File: src/rtl/srte_pkg.sv
`timescale 1ns / 1ps
// ----------------------------------------------------------------------------
// Sound-RAM transfer engine package
// Shared payload types, command codes and constants of the transfer engine.
// ----------------------------------------------------------------------------
package srte_pkg;

  localparam int MaxResults = 32;
  localparam int BeatW      = $clog2(MaxResults);

  localparam logic [1:0] KIND_SET_ADDR = 2'd0;
  localparam logic [1:0] KIND_PUSH     = 2'd1;
  localparam logic [1:0] KIND_TICK     = 2'd2;

  localparam logic [1:0] MODE_MANUAL = 2'd1;
  localparam logic [1:0] MODE_DMA    = 2'd2;

  localparam logic [2:0] TYPE_REP2 = 3'd3;
  localparam logic [2:0] TYPE_REP4 = 3'd4;
  localparam logic [2:0] TYPE_REP8 = 3'd5;

  localparam logic [1:0] CFG_TRANSFER_MODE = 2'd0;
  localparam logic [1:0] CFG_TRANSFER_TYPE = 2'd1;
  localparam logic [1:0] CFG_IRQ_ADDRESS   = 2'd2;
  localparam logic [1:0] CFG_IRQ_ENABLE    = 2'd3;

  typedef enum logic [1:0] {
    OP_SET_ADDR = 2'd0,
    OP_PUSH     = 2'd1,
    OP_TICK     = 2'd2,
    OP_NOP      = 2'd3
  } op_t;

  typedef struct packed {
    logic [1:0]  kind;
    logic [15:0] value;
  } in_item_t;

  typedef struct packed {
    logic        write_valid;
    logic [17:0] write_index;
    logic [15:0] write_data;
    logic        irq_hit;
    logic        busy_res;
    logic        push_dropped;
    logic        last;
  } out_item_t;

  typedef struct packed {
    op_t         op;
    logic [15:0] value;
  } cmd_t;

  typedef struct packed {
    logic [1:0]  transfer_mode;
    logic [2:0]  transfer_type;
    logic [15:0] irq_address;
    logic        irq_enable;
  } cfg_t;

endpackage

File: src/rtl/srte_front.sv
`timescale 1ns / 1ps
// ----------------------------------------------------------------------------
// Transfer engine front end
// Accepts input beats, decodes the item kind into a command and holds it
// until the command queue takes it.
// ----------------------------------------------------------------------------
module srte_front import srte_pkg::*; (
  input  logic     clk,
  input  logic     rst_n,
  input  logic     in_valid,
  output logic     in_ready,
  input  in_item_t in_data,
  output logic     cmd_valid,
  input  logic     cmd_ready,
  output cmd_t     cmd_data
);

  logic valid_r, valid_nxt;
  cmd_t cmd_r, cmd_nxt;
  op_t  op_dec;

  always_comb begin
    unique case (in_data.kind)
      KIND_SET_ADDR: op_dec = OP_SET_ADDR;
      KIND_PUSH:     op_dec = OP_PUSH;
      KIND_TICK:     op_dec = OP_TICK;
      default:       op_dec = OP_NOP;
    endcase
  end

  assign in_ready  = !valid_r || cmd_ready;
  assign cmd_valid = valid_r;
  assign cmd_data  = cmd_r;

  always_comb begin
    valid_nxt = valid_r && !cmd_ready;
    cmd_nxt   = cmd_r;
    if (in_valid && in_ready) begin
      valid_nxt      = 1'b1;
      cmd_nxt.op     = op_dec;
      cmd_nxt.value  = in_data.value;
    end
  end

  always_ff @(posedge clk) begin
    if (!rst_n) begin
      valid_r <= 1'b0;
    end else begin
      valid_r <= valid_nxt;
    end
    cmd_r <= cmd_nxt;
  end

endmodule

File: src/rtl/srte_cmd_queue.sv
`timescale 1ns / 1ps
// ----------------------------------------------------------------------------
// Transfer engine command queue
// Two-entry queue that decouples the front end from the write back end.
// ----------------------------------------------------------------------------
module srte_cmd_queue import srte_pkg::*; (
  input  logic clk,
  input  logic rst_n,
  input  logic wr_valid,
  output logic wr_ready,
  input  cmd_t wr_data,
  output logic rd_valid,
  input  logic rd_ready,
  output cmd_t rd_data
);

  cmd_t       entry_r [2];
  logic       wr_ptr_r, wr_ptr_nxt;
  logic       rd_ptr_r, rd_ptr_nxt;
  logic [1:0] count_r, count_nxt;
  logic       do_wr, do_rd;

  assign wr_ready = (count_r != 2'd2);
  assign rd_valid = (count_r != 2'd0);
  assign rd_data  = entry_r[rd_ptr_r];
  assign do_wr    = wr_valid && wr_ready;
  assign do_rd    = rd_valid && rd_ready;

  always_comb begin
    wr_ptr_nxt = do_wr ? ~wr_ptr_r : wr_ptr_r;
    rd_ptr_nxt = do_rd ? ~rd_ptr_r : rd_ptr_r;
    count_nxt  = count_r + {1'b0, do_wr} - {1'b0, do_rd};
  end

  always_ff @(posedge clk) begin
    if (!rst_n) begin
      wr_ptr_r <= 1'b0;
      rd_ptr_r <= 1'b0;
      count_r  <= 2'd0;
    end else begin
      wr_ptr_r <= wr_ptr_nxt;
      rd_ptr_r <= rd_ptr_nxt;
      count_r  <= count_nxt;
    end
    if (do_wr) begin
      entry_r[wr_ptr_r] <= wr_data;
    end
  end

endmodule

File: src/rtl/srte_back.sv
`timescale 1ns / 1ps
// ----------------------------------------------------------------------------
// Transfer engine back end
// Executes commands: loads the address, queues halfwords in the FIFO memory
// and drains them on a service tick into sound-RAM write beats.
// ----------------------------------------------------------------------------
module srte_back import srte_pkg::*; #(
  parameter int FIFO_DEPTH = 32
) (
  input  logic      clk,
  input  logic      rst_n,
  input  cfg_t      cfg,
  input  logic      cmd_valid,
  output logic      cmd_ready,
  input  cmd_t      cmd_data,
  output logic      out_valid,
  input  logic      out_ready,
  output out_item_t out_data
);

  localparam int AW = (FIFO_DEPTH > 1) ? $clog2(FIFO_DEPTH) : 1;
  localparam int CW = $clog2(FIFO_DEPTH + 1);

  typedef enum logic [2:0] {
    ST_IDLE  = 3'b001,
    ST_READ  = 3'b010,
    ST_WRITE = 3'b100
  } state_t;

  logic [15:0] fifo_mem [FIFO_DEPTH];
  logic [15:0] rd_data_r;

  state_t          state_r, state_nxt;
  logic [AW-1:0]   head_r, head_nxt;
  logic [CW-1:0]   count_r, count_nxt;
  logic [15:0]     cache_r, cache_nxt;
  logic [2:0]      phase_r, phase_nxt;
  logic [18:0]     addr_r, addr_nxt;
  logic            busy_r, busy_nxt;
  logic [BeatW-1:0] beat_r, beat_nxt;
  logic            out_valid_r, out_valid_nxt;
  out_item_t       out_data_r, out_data_nxt;

  logic            out_free;
  logic            mem_we, mem_re;
  logic [CW:0]     tail_sum;
  logic [AW-1:0]   tail;
  logic [AW-1:0]   head_inc;
  logic            drain_ok;
  logic            is_last;
  logic [17:0]     wr_idx;

  assign out_free = !out_valid_r || out_ready;
  assign out_valid = out_valid_r;
  assign out_data  = out_data_r;

  always_comb begin
    tail_sum = (CW+1)'(head_r) + (CW+1)'(count_r);
    if (tail_sum >= (CW+1)'(FIFO_DEPTH)) begin
      tail_sum = tail_sum - (CW+1)'(FIFO_DEPTH);
    end
    tail     = tail_sum[AW-1:0];
    head_inc = (head_r == AW'(FIFO_DEPTH - 1)) ? '0 : head_r + 1'b1;
    drain_ok = (cfg.transfer_mode == MODE_MANUAL || cfg.transfer_mode == MODE_DMA)
               && (count_r != '0);
    is_last  = (count_r == CW'(1)) || (beat_r == BeatW'(MaxResults - 1));
    wr_idx   = addr_r[18:1];
  end

  always_comb begin
    state_nxt     = state_r;
    head_nxt      = head_r;
    count_nxt     = count_r;
    cache_nxt     = cache_r;
    phase_nxt     = phase_r;
    addr_nxt      = addr_r;
    busy_nxt      = busy_r;
    beat_nxt      = beat_r;
    out_valid_nxt = out_valid_r && !out_ready;
    out_data_nxt  = out_data_r;
    cmd_ready     = 1'b0;
    mem_we        = 1'b0;
    mem_re        = 1'b0;

    unique case (state_r)
      ST_IDLE: begin
        if (cmd_valid && out_free) begin
          cmd_ready     = 1'b1;
          out_valid_nxt = 1'b1;
          out_data_nxt  = '0;
          out_data_nxt.last = 1'b1;
          unique case (cmd_data.op)
            OP_SET_ADDR: begin
              addr_nxt = {cmd_data.value, 3'b000};
            end
            OP_PUSH: begin
              if (count_r == CW'(FIFO_DEPTH)) begin
                out_data_nxt.push_dropped = 1'b1;
              end else begin
                mem_we    = 1'b1;
                count_nxt = count_r + 1'b1;
              end
            end
            OP_TICK: begin
              if (drain_ok) begin
                busy_nxt      = 1'b1;
                beat_nxt      = '0;
                out_valid_nxt = out_valid_r && !out_ready;
                out_data_nxt  = out_data_r;
                state_nxt     = ST_READ;
              end else begin
                busy_nxt = 1'b0;
              end
            end
            default: begin
            end
          endcase
          out_data_nxt.busy_res = busy_nxt;
        end
      end
      ST_READ: begin
        mem_re    = 1'b1;
        state_nxt = ST_WRITE;
      end
      ST_WRITE: begin
        if (out_free) begin
          unique case (cfg.transfer_type)
            TYPE_REP2: begin
              if (!phase_r[0]) cache_nxt = rd_data_r;
              phase_nxt = {2'b00, ~phase_r[0]};
            end
            TYPE_REP4: begin
              if (phase_r[1:0] == 2'd0) cache_nxt = rd_data_r;
              phase_nxt = {1'b0, phase_r[1:0] + 2'd1};
            end
            TYPE_REP8: begin
              if (phase_r == 3'd7) cache_nxt = rd_data_r;
              phase_nxt = phase_r + 3'd1;
            end
            default: begin
              cache_nxt = rd_data_r;
            end
          endcase
          out_valid_nxt            = 1'b1;
          out_data_nxt.write_valid = 1'b1;
          out_data_nxt.write_index = wr_idx;
          out_data_nxt.write_data  = cache_nxt;
          out_data_nxt.irq_hit     = cfg.irq_enable && (wr_idx == {cfg.irq_address, 2'b00});
          out_data_nxt.busy_res    = busy_r;
          out_data_nxt.push_dropped = 1'b0;
          out_data_nxt.last        = is_last;
          head_nxt  = head_inc;
          count_nxt = count_r - 1'b1;
          addr_nxt  = addr_r + 19'd2;
          beat_nxt  = beat_r + 1'b1;
          state_nxt = is_last ? ST_IDLE : ST_READ;
        end
      end
      default: begin
        state_nxt = ST_IDLE;
      end
    endcase
  end

  always_ff @(posedge clk) begin
    if (mem_we) begin
      fifo_mem[tail] <= cmd_data.value;
    end
    if (mem_re) begin
      rd_data_r <= fifo_mem[head_r];
    end
  end

  always_ff @(posedge clk) begin
    if (!rst_n) begin
      state_r     <= ST_IDLE;
      head_r      <= '0;
      count_r     <= '0;
      cache_r     <= '0;
      phase_r     <= '0;
      addr_r      <= '0;
      busy_r      <= 1'b0;
      beat_r      <= '0;
      out_valid_r <= 1'b0;
    end else begin
      state_r     <= state_nxt;
      head_r      <= head_nxt;
      count_r     <= count_nxt;
      cache_r     <= cache_nxt;
      phase_r     <= phase_nxt;
      addr_r      <= addr_nxt;
      busy_r      <= busy_nxt;
      beat_r      <= beat_nxt;
      out_valid_r <= out_valid_nxt;
    end
    out_data_r <= out_data_nxt;
  end

endmodule

File: src/rtl/sound_ram_transfer_engine.sv
`timescale 1ns / 1ps
// ----------------------------------------------------------------------------
// Sound-RAM transfer engine
// Address load, halfword FIFO and tick-driven drain into sound-RAM writes.
// ----------------------------------------------------------------------------
// An address load, push or idle tick passes the front register, the command queue
// and the back-end output register; a draining tick gives its first write after a
// registered FIFO memory read. Loads, pushes and idle ticks leave the back end free
// for the next command. A draining tick alternates a FIFO read and a write beat per
// halfword, up to 32 halfwords per tick. Reset is synchronous and active low; it
// clears all control state, and FIFO contents are undefined until written.
module sound_ram_transfer_engine import srte_pkg::*; #(
  parameter int FIFO_DEPTH = 32
) (
  input  logic        clk,
  input  logic        rst_n,
  input  logic        in_valid,
  output logic        in_ready,
  input  in_item_t    in_data,
  output logic        out_valid,
  input  logic        out_ready,
  output out_item_t   out_data,
  input  logic        cfg_valid,
  output logic        cfg_ready,
  input  logic [1:0]  cfg_index,
  input  logic [15:0] cfg_data
);

  cfg_t cfg_r, cfg_nxt;
  logic fq_valid, fq_ready;
  cmd_t fq_data;
  logic qb_valid, qb_ready;
  cmd_t qb_data;

  assign cfg_ready = 1'b1;

  always_comb begin
    cfg_nxt = cfg_r;
    if (cfg_valid) begin
      unique case (cfg_index)
        CFG_TRANSFER_MODE: cfg_nxt.transfer_mode = cfg_data[1:0];
        CFG_TRANSFER_TYPE: cfg_nxt.transfer_type = cfg_data[2:0];
        CFG_IRQ_ADDRESS:   cfg_nxt.irq_address   = cfg_data;
        CFG_IRQ_ENABLE:    cfg_nxt.irq_enable    = cfg_data[0];
        default: begin
        end
      endcase
    end
  end

  always_ff @(posedge clk) begin
    if (!rst_n) begin
      cfg_r.transfer_mode <= 2'd0;
      cfg_r.transfer_type <= 3'd2;
      cfg_r.irq_address   <= 16'd0;
      cfg_r.irq_enable    <= 1'b0;
    end else begin
      cfg_r <= cfg_nxt;
    end
  end

  srte_front u_front (
    .clk       (clk),
    .rst_n     (rst_n),
    .in_valid  (in_valid),
    .in_ready  (in_ready),
    .in_data   (in_data),
    .cmd_valid (fq_valid),
    .cmd_ready (fq_ready),
    .cmd_data  (fq_data)
  );

  srte_cmd_queue u_queue (
    .clk      (clk),
    .rst_n    (rst_n),
    .wr_valid (fq_valid),
    .wr_ready (fq_ready),
    .wr_data  (fq_data),
    .rd_valid (qb_valid),
    .rd_ready (qb_ready),
    .rd_data  (qb_data)
  );

  srte_back #(
    .FIFO_DEPTH (FIFO_DEPTH)
  ) u_back (
    .clk       (clk),
    .rst_n     (rst_n),
    .cfg       (cfg_r),
    .cmd_valid (qb_valid),
    .cmd_ready (qb_ready),
    .cmd_data  (qb_data),
    .out_valid (out_valid),
    .out_ready (out_ready),
    .out_data  (out_data)
  );

endmodule
File: config.mk
export PLATFORM = sky130hd
export DESIGN_NAME = sound_ram_transfer_engine
export DESIGN_NICKNAME = d
export VERILOG_FILES = /design/src/rtl/srte_pkg.sv /design/src/rtl/srte_front.sv /design/src/rtl/srte_cmd_queue.sv /design/src/rtl/srte_back.sv /design/src/rtl/sound_ram_transfer_engine.sv
export SDC_FILE = /design/constraint.sdc
export NUM_CORES = 1
export LEC_CHECK = 0
export ABC_AREA = 1
export BUFFER_PORTS_ARGS = -buffer_cell sky130_fd_sc_hd__buf_2
export CORE_ASPECT_RATIO = 0.6
export CORE_UTILIZATION = 45
export DETAILED_ROUTE_END_ITERATION = 8
export SLEW_MARGIN = 15
export SYNTH_ARGS = -nofsm -noshare
export SYNTH_HDL_FRONTEND = slang
export SYNTH_SLANG_ARGS = --single-unit
File: constraint.sdc
create_clock -name clk -period 3.72 [get_ports clk]
set_input_delay 0 -clock clk [delete_from_list [all_inputs] [get_ports clk]]
set_output_delay 0 -clock clk [all_outputs]
set_load 0.01 [all_outputs]
==> results.json, run 1 <==
{
  "status": "finished, final reports clean",
  "cp.arrival_ns": 3.60,
  "area_delta_synth_final_pct": 13.2,
  "ys_warn_count": 0,
  "yosysTopAreaCellShare": 0.621,
  "rr_startpoint": "u_back.head_r[2]",
  "min_path_type": "in2reg",
  "antenna_found_initial": 3,
  "ys_ff_latch": 707,
  "routedWlPerCell_um": 21.7,
  "min_from": "rst_n",
  "p_leak_nw": 12.8,
  "ir_worst_vdd_uv": 414,
  "timing.final.crit_period_ns": 3.23,
  "drc": 0,
  "relSlewSlack": 0.250,
  "endpoint_kind": "flop",
  "syn_nets": 2906,
  "grt_pass1_vias": 20400,
  "worstSkewPairLatency_ns": 0.62,
  "power_density_nw_per_um2": 592,
  "synth.avg_cell_area_um2": 10.6,
  "dp_slack_ns": 0.820,
  "num_rows": 72,
  "synth-seq-area-share": 0.679,
  "cts_resized": 0,
  "path_max_fanout": 33,
  "diodes": 0,
  "synthSimpleGateAreaFrac": 0.200,
  "hold_viol_final": 0,
  "synth_top_family_by_area": "simple AND/OR/NAND/NOR gates",
  "dp.cells": 3735,
  "period_share": 0.867,
  "final_util": 0.521,
  "setup_tns_ns": 0,
  "grt_pass1_wl_um": 127000,
  "nNetsFinal": 3022,
  "grt_start_max_net_pins": 123,
  "path_clk_slew_ns": 0.06,
  "synth_cell_types": 41,
  "finalWeightedCongestion": 0.931,
  "fmax_mhz": 310,
  "h-tree-depth": 3,
  "final_antenna_net_count": 0,
  "critPathKind": "reg2reg",
  "worst_slew_pin_slew_ns": 1.12,
  "syn_area_um2": 30000,
  "synthMuxAreaShare": 0,
  "clockBufferDepth": 3,
  "track_usage": 0.252,
  "start_util": 0.460,
  "critical_path.startpoint_type": "flop",
  "cp-startpoint": "u_back.head_r[2]",
  "hold_ws_ns": 0.0603,
  "synth_compound_area_frac": 0.0636,
  "fin_skew_ns": 0.0179,
  "hold_buffers": 45,
  "io_pins": 83,
  "wl_um": 84600,
  "grt-ovfl-total": 0,
  "yosysTopAreaCell": "edfxtp_1",
  "post-dp-hpwl_um": 53000,
  "synth_area_leaders": "edfxtp_1 62%, nand2_1 10%, nand3_1 5.9%",
  "async_reset_ff_frac": 0,
  "fin_ws_ns": 0.494,
  "die_y_um": 202,
  "cts.sinks": 707,
  "cts_tree": "yes",
  "synth_xor_area_frac": 0.00438,
  "drv_cap": 0,
  "netlist_instances": 2845,
  "synth_edf_count": 621,
  "root_buffer": "clkbuf_16",
  "dieArea_um2": 67800,
  "avgViaCountPerCell": 5.54,
  "yosys.area_share.adder": 0.00859,
  "required_ns": 4.09,
  "fp.dieW_um": 335,
  "first_pass_iters": 8,
  "drt_iter0_markers": 2614,
  "fin_cells": 3902,
  "via_count": 21600,
  "port_buffers": 81,
  "ys_dominant_reg_cell": "edfxtp_1",
  "setup_viol": 0,
  "rsz0062_at_grt": "no",
  "drive_above_1_share": 0.0965,
  "core_area_um2": 65200,
  "post_cts_buffers": 0,
  "slew_violations": 0,
  "cts_made_buffers": 66,
  "fillers": 5708
}
-- synthesized netlist by cell type, types with 10 or more instances --
| cell type | number |
|---|---|
| o211ai_1 | 18 |
| ha_1 | 19 |
| o21ai_1 | 11 |
| o22ai_1 | 12 |
| inv_1 | 162 |
| nand2_1 | 829 |
| edfxtp_1 | 621 |
| o21a_1 | 18 |
| a21oi_1 | 186 |
| buf_1 | 16 |
| buf_4 | 10 |
| nor2_1 | 190 |
| clkbuf_1 | 53 |
| nand3_1 | 354 |
| o21ai_0 | 89 |
| nor3_1 | 11 |
| dfxtp_1 | 86 |
| a31oi_1 | 17 |
| xor2_1 | 13 |
| nand4_1 | 19 |
| buf_2 | 72 |
-- critical path, cell delays in order, from the launching register on --
cell	delay [ns]
dfxtp_1	0.49
buf_4	0.46
clkinv_1	1.01
nand3_1	0.44
nand2_1	0.23
nand2_1	0.13
nand2_1	0.06
nand2_1	0.06
inv_1	0.05
-- cells by family after synthesis --
group	Yosys count
AND/OR/NAND/NOR	1424
flip-flops	707
AO/OA/AOI/OAI	354
buffers and inverters	324
adder cells (fa/ha/maj)	20
XOR/XNOR	15
other	1
-- layout make-up --
cell class                      count  area, um^2  area share
Clock inverter                     26         166     0.00490
Inverter                          172         653      0.0192
Sequential cell                   707       20400       0.600
Tap cell                          888        1110      0.0327
Timing Repair Buffer              200        1450      0.0426
Multi-Input combinational cell   1814        8340       0.245
Clock buffer                       95        1890      0.0555
-- flip-flops by register name, summed over array words and instances, names as in the netlist, named ones only --
name and flops:
cfg_r 22, u_back.addr_r 18, u_back.beat_r 5, u_back.busy_r 1
u_back.cache_r 16, u_back.count_r 6, u_back.fifo_mem 512, u_back.head_r 5
u_back.out_data 39, u_back.out_valid 1, u_back.phase_r 3, u_back.rd_data_r 16
u_back.state_r 3, u_front.cmd_data 18, u_front.cmd_valid 1, u_queue.count_r 2
u_queue.entry_r 36, u_queue.rd_ptr_r 1, u_queue.wr_ptr_r 1
-- placed cells by master (no fill, tap or decap), types with 21 or more instances in the layout --
cell type,n
nand2_1,820
edfxtp_1,621
nand3_1,354
nor2_1,188
a21oi_1,185
inv_1,160
o21ai_0,89
dfxtp_1,84
buf_2,81
buf_4,71
clkbuf_16,70
dlygate4sd3_1,45
clkbuf_1,21
-- metal layers --
layer,GRT usage,vias to the layer above,share of wire
li1,-,10000,-
met1,0.405,10500,0.48
met2,0.341,971,0.40
met3,0.0614,95,0.11
met4,0.0527,2,0.014
met5,0,-,0.00015
-- power by group --
part | internal (mW) | switching, mW
clock | 3.56 | 2.96
combinational | 0.751 | 2.64
sequential | 9.95 | 0.250
total | 14.3 | 5.86
-- final timing paths --
check                                        endpoint  depth (start not counted)  slack (ns)
worst max register to register    u_back.rd_data_r[3]                          8        0.49
worst max-delay path              u_back.rd_data_r[3]                          8        0.49
worst min register to register  u_queue.entry_r[1][6]                          0        0.45
worst min-delay path               u_queue.count_r[0]                          4        0.06
-- through the flow --
| step | power, mW | cell area (um^2) |
|---|---|---|
| 3_5_place_dp | 13.7 | 31500 |
| 3_3_place_gp | 13.6 | 31500 |
| 5_1_grt | 20.9 | 34000 |
| 2_1_floorplan | 12.1 | 30000 |
| 6_report | 20.1 | 34000 |
| 4_1_cts | 20.2 | 34000 |
Power figures use the tool's default switching activity.
==> inputs of run 2 (changes only) <==
- CORE_MARGIN: not set -> 5
==> run 2 against run 1 <==
Non-clock buffer count down 1. Clock power shrank 1%. Critical endpoint is now u_back.rd_data_r[9]. Largest power group unchanged. Critical path type unchanged. Highest routed layer is now met4. Die area is 6.4% higher.
==> results.json, run 2 (synthesis results as in run 1) <==
{
  "status": "finished, final reports clean",
  "nNetsFinal": 3021,
  "path_common_cell": "nand2_1",
  "slew_violations": 0,
  "crit_path_cell_trace": "buf_4, buf_4, nand3_1, nand3_1, nand2_1, a21oi_1, nand2_1, nand2_1, inv_1",
  "intPower_mw": 14.2,
  "grt_start_max_net_pins": 102,
  "combinationalPowerShare": 0.173,
  "avgViaCountPerCell": 5.63,
  "via_count": 22000,
  "final_antenna_net_count": 0,
  "p_leak_nw": 12.7,
  "start_util": 0.454,
  "fmax_mhz": 306,
  "rsz0062_at_grt": "no",
  "wl_um": 88100,
  "crit_path_top_delay_cell": "buf_4",
  "grt_pass1_wl_um": 131000,
  "cts_tree": "yes",
  "drt_iter0_markers": 3114,
  "num_rows": 73,
  "cts_made_buffers": 66,
  "placed_cell_area_um2": 31400,
  "routedWlPerCell_um": 22.5,
  "clockBufferDepth": 3,
  "switching_share": 0.295,
  "cpPeakStageDelay_ns": 0.78,
  "period_share": 0.879,
  "required_ns": 4.08,
  "holdPathStages": 2,
  "worstSkewPairLatency_ns": 0.61,
  "rr_startpoint": "u_back.head_r[1]",
  "post-dp-hpwl_um": 55400,
  "pwr-share-seq": 0.507,
  "drv_cap": 0,
  "cp.arrival_ns": 3.63,
  "fin_skew_ns": 0.0235,
  "setup_viol": 0,
  "path_max_fanout": 81,
  "rr_worst_depth": 9,
  "switching_power_mw": 5.95,
  "relSlewSlack": 0.238,
  "final_common_cell": "nand2_1",
  "regToRegSetupSlack_ns": 0.45,
  "largest_reg_flops": 512,
  "io_pins": 83,
  "min_path_type": "in2reg",
  "worst_slew_pin_slew_ns": 1.14,
  "grt-ovfl-total": 0,
  "layout_common_cells": "821 x nand2_1, 621 x edfxtp_1, 354 x nand3_1",
  "critical_path.startpoint_type": "flop",
  "h-tree-depth": 3,
  "first_pass_iters": 6,
  "hold_viol_final": 0,
  "timing.final.crit_period_ns": 3.27,
  "dp.cells": 3744,
  "finalInstanceArea_um2": 33900,
  "dieArea_um2": 72100,
  "diodes": 0,
  "antenna_found_initial": 6,
  "die_y_um": 210,
  "hold_path_end": "u_front.cmd_data[7]",
  "cts.sinks": 707,
  "path_clk_slew_ns": 0.06,
  "cts_resized": 0,
  "track_usage": 0.240,
  "ir_worst_vdd_uv": 433,
  "clock_power_share": 0.320,
  "fin_cells": 3909,
  "critPathKind": "reg2reg",
  "rr_endpoint": "u_back.rd_data_r[9]",
  "drc": 0,
  "grt_pass1_vias": 20400,
  "finalWeightedCongestion": 0.945,
  "setup_tns_ns": 0,
  "top_register": "u_back.fifo_mem",
  "drive_above_1_share": 0.0950,
  "area_delta_synth_final_pct": 13.0,
  "total_power_mw": 20.1,
  "root_buffer": "clkbuf_16",
  "core_area_um2": 66100,
  "fp.dieW_um": 343,
  "endpoint_kind": "flop",
  "port_buffers": 81,
  "power_density_nw_per_um2": 593,
  "min_from": "in_data[7]"
}
-- run 2: cell types whose count changed in the layout (fill, tap and decap cells not counted), sizes merged --
cell,change
bufinv,+2
dlygate4sd3,+3
clkinv,+6
buf,-4
inv,+2
clkbuf,-14
-- run 2: worst max-delay path by stage --
stage	to	depth (start not counted)	startpoint
3_3_place_gp	u_back.fifo_mem[3][2]	8	u_back.head_r[0]
4_1_cts	u_back.fifo_mem[2][14]	8	u_back.head_r[0]
2_1_floorplan	u_back.out_data[0]	6	u_back.count_r[2]
5_1_grt	u_back.rd_data_r[2]	8	u_back.head_r[0]
3_5_place_dp	u_back.fifo_mem[2][14]	8	u_back.head_r[0]
6_report	u_back.rd_data_r[9]	9	u_back.head_r[1]
-- run 2: metal layers --
layer,wire length [um],GRT usage,part of all wire,vias to the layer above
met5,0,0,0,-
met1,41200,0.395,0.47,10700
met4,1150,0.0390,0.013,0
met2,35200,0.323,0.40,1156
met3,10500,0.0609,0.12,91
li1,-,-,-,10000
-- run 2: power by group through the flow --
| stage | registers [mW] | clock network (mW) | logic (mW) |
|---|---|---|---|
| 2_1_floorplan | 10.4 | 0 | 1.64 |
| 3_3_place_gp | 10.3 | 0 | 3.32 |
| 3_5_place_dp | 10.4 | 0 | 3.39 |
| 4_1_cts | 10.2 | 6.53 | 3.43 |
| 5_1_grt | 10.2 | 6.87 | 3.73 |
| 6_report | 10.2 | 6.44 | 3.48 |
-- run 2: critical path, delay by kind of cell, from the launching register on --
kind	cells	cell delay [ns]
flops	1	0.60
buf+inv	3	1.39
simple gates	5	0.64
compound gates	1	0.17
-- run 2: per-stage QoR --
step | hold slack [ns] | util | setup slack (ns)
floorplan | 0.0989 | - | 0.414
global placement | 0.178 | 0.475 | 0.377
detailed placement | 0.178 | 0.475 | 0.465
CTS | 0.0687 | 0.513 | 0.411
global route | 0.0776 | 0.513 | 0.301
finish | 0.0998 | 0.513 | 0.450
-- run 2: layout make-up --
cell class	instances	area, um^2
tap	900	1130
clock buffer	81	1740
clock inverter	36	250
multi-input combinational	1814	8350
inverter	172	653
sequential	707	20400
fill	5827	32200
timing repair buffer	199	1420
-- run 2: timing repair --
item	in CTS	in global routing
hold buffers	48	0
hold endpoints to repair	67	0
setup buffers	0	0
